===== src/s2x_pkg.sv =====
// types, constants and linearization table for the srgb to xyz converter
`timescale 1ns / 1ps

package s2x_pkg;

  localparam int ChannelBits = 8;
  localparam int OutFracBits = 10;
  localparam int OutWidth    = 17;
  localparam int LinW        = 16;
  localparam int CoefW       = 16;
  localparam int ProdW       = LinW + CoefW;
  localparam int SumW        = ProdW + 2;
  localparam int ScaledW     = SumW + 8;
  localparam int Latency     = 4;
  localparam int LutSize     = 1 << ChannelBits;
  localparam int OutShift    = 32 - OutFracBits;

  localparam logic [OutWidth-1:0] OutMax = {OutWidth{1'b1}};
  localparam logic [ScaledW-1:0] OutRound = ScaledW'(64'd1 << (31 - OutFracBits));
  localparam logic [63:0] CodeMax = 64'((64'd1 << ChannelBits) - 64'd1);
  localparam logic [63:0] One31   = 64'd1 << 31;
  localparam logic [63:0] LinDen  = 64'd2 * 64'd1292 * CodeMax;
  localparam logic [63:0] PowDen  = 64'd1055 * CodeMax;

  typedef struct packed {
    logic [ChannelBits-1:0] red;
    logic [ChannelBits-1:0] green;
    logic [ChannelBits-1:0] blue;
  } pixel_t;

  typedef struct packed {
    logic [OutWidth-1:0] x_out;
    logic [OutWidth-1:0] y_out;
    logic [OutWidth-1:0] z_out;
  } xyz_t;

  typedef logic [2:0][LinW-1:0] lin_t;
  typedef logic [LutSize-1:0][LinW-1:0] lut_t;
  typedef logic [2:0][2:0][CoefW-1:0] coef_t;

  function automatic logic [CoefW-1:0] qcoef(input logic [63:0] k);
    return CoefW'((k * 64'd65536 + 64'd500000) / 64'd1000000);
  endfunction

  function automatic logic [63:0] mul31(input logic [63:0] a, input logic [63:0] b);
    return (a * b) >> 31;
  endfunction

  function automatic logic [63:0] pow5(input logic [63:0] r);
    logic [63:0] r2;
    logic [63:0] r4;
    r2 = mul31(r, r);
    r4 = mul31(r2, r2);
    return mul31(r4, r);
  endfunction

  function automatic logic [LinW-1:0] lin_value(input logic [63:0] c);
    logic [63:0] t;
    logic [63:0] t2;
    logic [63:0] lo;
    logic [63:0] hi;
    logic [63:0] mid;
    logic [63:0] l31;
    logic [63:0] l16;
    if (c * 64'd100000 < 64'd4045 * CodeMax) begin
      return LinW'((64'd2 * c * 64'd6553600 + 64'd1292 * CodeMax) / LinDen);
    end
    t = ((64'd1000 * c + 64'd55 * CodeMax) << 31) / PowDen;
    if (t > One31) begin
      t = One31;
    end
    t2 = mul31(t, t);
    lo = 64'd0;
    hi = One31;
    for (int k = 0; k < 40; k++) begin
      if (lo < hi) begin
        mid = lo + ((hi - lo + 64'd1) >> 1);
        if (pow5(mid) <= t2) begin
          lo = mid;
        end else begin
          hi = mid - 64'd1;
        end
      end
    end
    l31 = mul31(t2, lo);
    l16 = (l31 + (64'd1 << 14)) >> 15;
    if (l16 > 64'd65535) begin
      l16 = 64'd65535;
    end
    return LinW'(l16);
  endfunction

  function automatic lut_t build_lut();
    lut_t lut;
    for (int c = 0; c < LutSize; c++) begin
      lut[c] = lin_value(64'(c));
    end
    return lut;
  endfunction

  localparam lut_t LinLut = build_lut();

  // listed from index 2 down: rows x, y, z; within a row columns b, g, r
  localparam coef_t MatCoef = '{
    '{qcoef(64'd180423), qcoef(64'd357580), qcoef(64'd412453)},
    '{qcoef(64'd72169),  qcoef(64'd715160), qcoef(64'd212671)},
    '{qcoef(64'd950227), qcoef(64'd119193), qcoef(64'd19334)}
  };

endpackage


===== src/s2x_matrix.sv =====
// pipelined rgb to xyz matrix with scaling, rounding and saturation
`timescale 1ns / 1ps

module s2x_matrix (
  input  logic              clk_i,
  input  logic              rst_ni,
  input  logic              valid_i,
  input  s2x_pkg::lin_t     lin_i,
  output logic              valid_o,
  output s2x_pkg::xyz_t     xyz_o
);

  logic [2:0][2:0][s2x_pkg::ProdW-1:0] prod_d, prod_q;
  logic [2:0][s2x_pkg::SumW-1:0]       sum_d, sum_q;
  logic [2:0][s2x_pkg::OutWidth-1:0]   res_d, res_q;
  logic [2:0][s2x_pkg::ScaledW-1:0]    scaled;
  logic [2:0]                          valid_d, valid_q;

  // matrix row 2 holds x, row 0 holds z
  always_comb begin
    for (int i = 0; i < 3; i++) begin
      for (int j = 0; j < 3; j++) begin
        prod_d[i][j] = s2x_pkg::ProdW'(s2x_pkg::MatCoef[i][j] * lin_i[j]);
      end
      sum_d[i] = s2x_pkg::SumW'(prod_q[i][0]) + s2x_pkg::SumW'(prod_q[i][1])
               + s2x_pkg::SumW'(prod_q[i][2]);
      scaled[i] = s2x_pkg::ScaledW'(sum_q[i]) * s2x_pkg::ScaledW'(100)
                + s2x_pkg::OutRound;
      if ((scaled[i] >> s2x_pkg::OutShift) > s2x_pkg::ScaledW'(s2x_pkg::OutMax)) begin
        res_d[i] = s2x_pkg::OutMax;
      end else begin
        res_d[i] = s2x_pkg::OutWidth'(scaled[i] >> s2x_pkg::OutShift);
      end
    end
    valid_d = {valid_q[1:0], valid_i};
  end

  always_ff @(posedge clk_i or negedge rst_ni) begin
    if (!rst_ni) begin
      valid_q <= '0;
    end else begin
      valid_q <= valid_d;
    end
  end

  always_ff @(posedge clk_i) begin
    prod_q <= prod_d;
    sum_q  <= sum_d;
    res_q  <= res_d;
  end

  assign valid_o     = valid_q[2];
  assign xyz_o.x_out = res_q[2];
  assign xyz_o.y_out = res_q[1];
  assign xyz_o.z_out = res_q[0];

endmodule


===== src/srgb_to_xyz_converter.sv =====
// srgb to cie xyz (d65) pixel converter, top level
//
// an item is one 24-bit srgb pixel on pixel_i, accepted at a rising edge with
// start high and busy low; busy stays low, so a pixel may enter every cycle
// each pixel gives one xyz item on xyz_o (x, y, z times 100, 10 fraction
// bits, saturated), shown for one cycle with done_o high
// after the accepting edge the item is registered in each stage in turn, and
// done_o is high while its result sits in the last stage register
// throughput: one item per cycle, fixed by the four-stage pipeline
// stage 1 reads the constant linearization table, stage 2 forms the nine
// 16x16 products, stage 3 adds each row, stage 4 scales, rounds, saturates
// reset clears all valid bits: items in flight are dropped, no done_o follows
// the receiver cannot stall; results are never held back
`timescale 1ns / 1ps

module srgb_to_xyz_converter (
  input  logic            clk_i,
  input  logic            rst_ni,
  input  logic            start,
  output logic            busy,
  input  s2x_pkg::pixel_t pixel_i,
  output logic            done_o,
  output s2x_pkg::xyz_t   xyz_o
);

  logic          accept;
  logic          lin_valid_q;
  s2x_pkg::lin_t lin_d, lin_q;

  assign busy   = 1'b0;
  assign accept = start && !busy;

  // channel order in lin: 0 red, 1 green, 2 blue
  always_comb begin
    lin_d[0] = s2x_pkg::LinLut[pixel_i.red];
    lin_d[1] = s2x_pkg::LinLut[pixel_i.green];
    lin_d[2] = s2x_pkg::LinLut[pixel_i.blue];
  end

  always_ff @(posedge clk_i or negedge rst_ni) begin
    if (!rst_ni) begin
      lin_valid_q <= 1'b0;
    end else begin
      lin_valid_q <= accept;
    end
  end

  always_ff @(posedge clk_i) begin
    if (accept) begin
      lin_q <= lin_d;
    end
  end

  s2x_matrix u_matrix (
    .clk_i   (clk_i),
    .rst_ni  (rst_ni),
    .valid_i (lin_valid_q),
    .lin_i   (lin_q),
    .valid_o (done_o),
    .xyz_o   (xyz_o)
  );

endmodule


===== config.mk =====
export PLATFORM = sky130hd
export DESIGN_NAME = srgb_to_xyz_converter
export DESIGN_NICKNAME = d
export VERILOG_FILES = /design/src/s2x_pkg.sv /design/src/s2x_matrix.sv /design/src/srgb_to_xyz_converter.sv
export SDC_FILE = /design/constraint.sdc
export NUM_CORES = 2
export LEC_CHECK = 0
export BUFFER_PORTS_ARGS = -buffer_cell sky130_fd_sc_hd__buf_2
export CORE_ASPECT_RATIO = 2
export CORE_MARGIN = 2
export CORE_UTILIZATION = 35
export DETAILED_ROUTE_END_ITERATION = 7
export PLACE_DENSITY_LB_ADDON = 0.05
export SLEW_MARGIN = 0
export SYNTH_ARGS = -nofsm -noshare
export SYNTH_HDL_FRONTEND = slang
export SYNTH_HIERARCHICAL = 1
export SYNTH_SLANG_ARGS = --single-unit

===== constraint.sdc =====
create_clock -name clk_i -period 8.35 [get_ports clk_i]
set_input_delay 0.835 -clock clk_i [delete_from_list [all_inputs] [get_ports clk_i]]
set_output_delay 0.835 -clock clk_i [all_outputs]
set_load 0.03 [all_outputs]

# [Yosys cells after proc, flatten, opt, wreduce, memory -nomap -nowiden]
# Memories as Yosys holds them, arrays and structs flattened. A register that Yosys moved wholly into a read port is not among the register bits.
# Index checks and enable logic that the tools add are counted.
[word_totals] word_cells=44 mem_bits_ro=12288 memories=3 register_bits=420 inputBits=27
[op_classes] multipliers=12 n_addsub=9 order_cmp=3
[memory_table] memory="(name not given)" words=256 word_bits=16 read_ports=1 rd_clocked_by_memory_dff=1 write_ports=0 line_no="srgb_to_xyz_converter.sv:37" text="lin_d[2] = s2x_pkg::LinLut[pixel_i.blue];"
[memory_table] memory="(name not given)" words=256 word_bits=16 read_ports=1 rd_clocked_by_memory_dff=1 write_ports=0 line_no="srgb_to_xyz_converter.sv:36" text="lin_d[1] = s2x_pkg::LinLut[pixel_i.green];"
[memory_table] memory="(name not given)" words=256 word_bits=16 read_ports=1 rd_clocked_by_memory_dff=1 write_ports=0 line_no="srgb_to_xyz_converter.sv:35" text="lin_d[0] = s2x_pkg::LinLut[pixel_i.red];"
[ops] op="adder 41 x 22 -> 42 bit, second input constant" n=3
[ops] op="multiplier 34 x 5 -> 39 bit, second input constant" n=3
[ops] op="multiplier 15 x 16 -> 31 bit, first input constant" n=2
[ops] op="> comparator 20 x 17 -> 1 bit, second input constant" n=3
[ops] op="multiplier 13 x 16 -> 29 bit, first input constant" n=2
[ops] op="adder 34 x 29 -> 34 bit" n=1
[ops] op="adder 34 x 30 -> 34 bit" n=1
[ops] op="adder 34 x 32 -> 34 bit" n=1
[ops] op="adder 30 x 32 -> 33 bit" n=1
[ops] op="adder 31 x 31 -> 32 bit" n=1
[ops] op="multiplier 16 x 16 -> 32 bit, first input constant" n=1
[ops] op="adder 27 x 29 -> 30 bit" n=1
[ops] op="multiplier 14 x 16 -> 30 bit, first input constant" n=1
[ops] op="multiplier 12 x 16 -> 28 bit, first input constant" n=1
[ops] op="multiplier 11 x 16 -> 27 bit, first input constant" n=1
[ops] op="multiplier 10 x 16 -> 26 bit, first input constant" n=1

# [Depth between registers and ports, before layout]
[depth] ltp_word=3 depth_mapped=24 ltp_nobuf=24

# [Modules after synthesis]
# The synthesis kept the hierarchy.
[by_module_without_submodules] module="s2x_matrix" cells_per_inst=5566 area_per_inst_um2=55731.0 instances=1
[by_module_without_submodules] module="srgb_to_xyz_converter" cells_per_inst=2244 area_per_inst_um2=14518.9 instances=1

# [Worst setup path after synthesis]
# Ideal clock, no wire load.
[synth_path] path_type="reg2reg" from="register lin_q[32] (netlist name)" to="register u_matrix/prod_q[95] (netlist name)" path_stages_with_launch=20 setup_ns=0.125 period_less_slack_ns=6.045 arrival_ns=5.920 setup_slack_ns=2.305 path_cell_list="edfxtp_1 fa_1 inv_1 fa_1 fa_1 inv_1 fa_1 fa_1 ha_1 ha_1 nand2_1 o21ai_0 a41oi_1 a2111oi_0 o21a_1 nor2_1 o21a_1 o311ai_0 o31ai_1 xnor2_1"
[synth_lines] element="start, declared" line_no="srgb_to_xyz_converter.sv:28" text="s2x_pkg::lin_t lin_d, lin_q;"
[synth_lines] element="end signal, assigned" line_no="s2x_matrix.sv:47" text="prod_q <= prod_d;"
[synth_lines] element="end, declared" line_no="s2x_matrix.sv:13" text="logic [2:0][2:0][s2x_pkg::ProdW-1:0] prod_d, prod_q;"

==> results_dict.tcl <==
set metrics [dict create \
    status "finished clean" \
    vias 57921 \
    routed_via_density 5.54 \
    cts_tree "built" \
    syn-instance-count 7810 \
    min_path_cells 0 \
    netlist.area_leader.share 0.229 \
    setup_violations 0 \
    synth-edff-count 48 \
    cap_violations 0 \
    reg2regPathDepth 24 \
    nNetsFinal 9826 \
    routed_wl_um 280000 \
    antenna_found_initial 23 \
    ys_seq_elements 454 \
    cts_max_path_buffers 3 \
    synth.distinct_cells 123 \
    worst_slew_pin_slew_ns 1.39 \
    floorplan.initialDensity 0.352 \
    drt_iter0_markers 4113 \
    hold_path.class "reg2reg" \
    required_ns 8.91 \
    syn-cell-area_sq_um 70200 \
    htreeDepth 2 \
    synth_common_cells "ha_1 (1,286), inv_1 (1,210), fa_1 (749)" \
    yosys-top-cells-area "ha_1 (23%), fa_1 (21%), dfxtp_1 (11%)" \
    slew_viol_final 0 \
    gp_congestion 0.990 \
    ant_nets 0 \
    die_w_um 321 \
    reg2reg_slack_ns 1.26 \
    cp_max_fo 10 \
    worst_slack_ns 1.26 \
    cp.arrival_ns 7.65 \
    fp-row-count 232 \
    drive_gt1_frac 0.0524 \
    post-route-drc-count 0 \
    synth-main-ff-cell "dfxtp_1" \
    wl_met2_um 151000 \
    grt_usage 0.273 \
    routedWlPerCell_um 26.8 \
    rsz0062_at_grt "no" \
    clockRootBuffer "clkbuf_16" \
    grt_pass1_wl_um 408000 \
    grt_pass1_vias 61256 \
    grt_max_degree 84 \
    postSynth.asyncResetShare 0.00881 \
    fp.dieArea_sq_um 205000 \
    wl_met1_um 90000 \
    skew_ns 0.0455 \
    hold_violations 0 \
    crit_path_start_kind "register" \
    die_h_um 638 \
    clock_latency_ns 0.70 \
    syn-num-nets 9872 \
    crit_top_cell "inv_1" \
    synth_largest_area_cell "ha_1" \
    ios 80 \
    post_cts_resized 0 \
    fmax_mhz 141 \
    slew_headroom 0.0690 \
    dpl_worst_slack_ns 1.18 \
    fin_crit_sh 0.849 \
    seq_area_frac_synth 0.137 \
    clk_pin_slew_ns 0.06 \
    post-dp-hpwl_um 233000 \
    portBuffers 78 \
    worstPathCellList "inv_1 -> fa_1 -> inv_1 -> ha_1 -> inv_1 -> fa_1 -> inv_1 -> ha_1 -> inv_1 -> fa_1 -> inv_1 -> ha_1 -> nor2b_1 -> o21ai_0 -> a21boi_0 -> o21ai_0 -> a211oi_1 -> nor2_1 -> a2111oi_0 -> a2111oi_0 -> nor3_1 -> and2_1 -> o21ai_0 -> a221oi_1" \
    grt-ovfl-total 0 \
    critPathMaxStageDelay_ns 0.70 \
    core_area_sq_um 200000 \
    cts.sinks 454 \
    crit_path_top_delay_cell "edfxtp_1" \
    avgSynthCellArea_sq_um 8.99 \
    synth.most_common_cell "ha_1" \
    cts_buffers 54 \
    area_growth_pct 7.46 \
    tns_ns 0 \
    maxUsedRoutingLayer "met5" \
    endpoint_kind "register" \
    yosysWarnings 6 \
    crit_type "reg2reg" \
    drtPass1Iterations 6 \
    fin_crit_ns 7.09 \
    met3_length_um 10100 \
]
[metrics by stage]
step                      hold WS [ns]  cell area [sq um]  instances   util
after global routing             0.362              75500      10457  0.378
after detailed placement         0.338              73400      10281  0.367
after global placement           0.344              73400      10281  0.367
final                            0.357              75500      10461  0.378
after floorplan                  0.331              70200       7810      -
after CTS                        0.360              75300      10384  0.377
[layout by cell type (no fill, tap or decap), types with 47 or more instances in the layout]
cell type  instances
a21o_1           120
o21a_1            48
o311ai_0          47
nor2_1           374
nor2b_1           95
xnor2_1          256
o21ai_0          324
buf_2             70
diode_2           77
clkbuf_16         55
buf_4            113
nand3_1          160
edfxtp_1          48
a211oi_1          93
xor2_1           107
nand2b_1         123
ha_1            1286
dfxtp_1          402
nor3_1           155
fa_1             749
inv_1           1209
o211ai_1          77
and3_1            61
a21oi_1          487
a31oi_1          103
o21bai_1          48
nand2_1          400
[what timing repair did]
item                                    4_1_cts  5_1_grt
buffers inserted                              0        0
endpoints found under the hold margin         4        0
hold buffers                                  1        0
endpoints found under the setup margin        0        0
[critical path, delay by kind of cell, from the launching register on]
family          cells  cell delay [ns]
buf+inv             6             0.75
flops               1             0.70
simple gates        4             0.90
compound gates      8             2.37
fa+ha+maj           6             2.26
[sequential cells by signal (all words and copies together), names as in the netlist]
name and flops:
u_matrix/prod_q 252, lin_q 48, u_matrix/sum_q 99, u_matrix/xyz_o 51
lin_valid_q 1, u_matrix/valid_q 3
[final cells by class]
cell class                 count  area (sq um)
multi-input combinational   5848         54800
clock inverter                45           489
timing repair buffer         185          1230
antenna                       77           193
sequential                   454          9590
inverter                    1221          4580
clock buffer                  57          1400
tap                         2574          3220
fill                       20570        124000
[final timing paths]
path | from | endpoint
setup / recovery | lin_q[35]$_DFFE_PP_ | u_matrix/prod_q[186]$_DFF_P_
hold / removal | u_matrix/valid_q[1]$_DFF_PN0_ | u_matrix/valid_q[2]$_DFF_PN0_
setup reg to reg | lin_q[35]$_DFFE_PP_ | u_matrix/prod_q[186]$_DFF_P_
hold reg to reg | u_matrix/valid_q[1]$_DFF_PN0_ | u_matrix/valid_q[2]$_DFF_PN0_
max in group asynchronous | rst_ni | u_matrix/valid_q[1]$_DFF_PN0_
min in group asynchronous | rst_ni | lin_valid_q$_DFF_PN0_
[per-layer routing]
metal	GRT usage	vias up
li1	-	26966
met4	0.237	4
met3	0.0234	702
met5	0	-
met2	0.522	1721
met1	0.257	28528
[kinds of logic (layout without fill, tap and decap cells)]
logic type                 after synthesis  after routing  share of synthesized area
and+or+nand+nor                       1622           1622                      0.114
muxes                                   29             29                    0.00622
DFF                                    454            454                      0.137
adders and majority gates             2035           2035                      0.442
other                                    1             78                  0.0000534
buffers and inverters                 1508           1508                     0.0845
AOI/OAI and AO/OA                     1791           1791                      0.170
xor gates and xnor gates               370            370                     0.0461
Power is left out: the tool's default activity adds up to more than one toggle a clock period on the data nets, which glitch-free logic cannot reach.
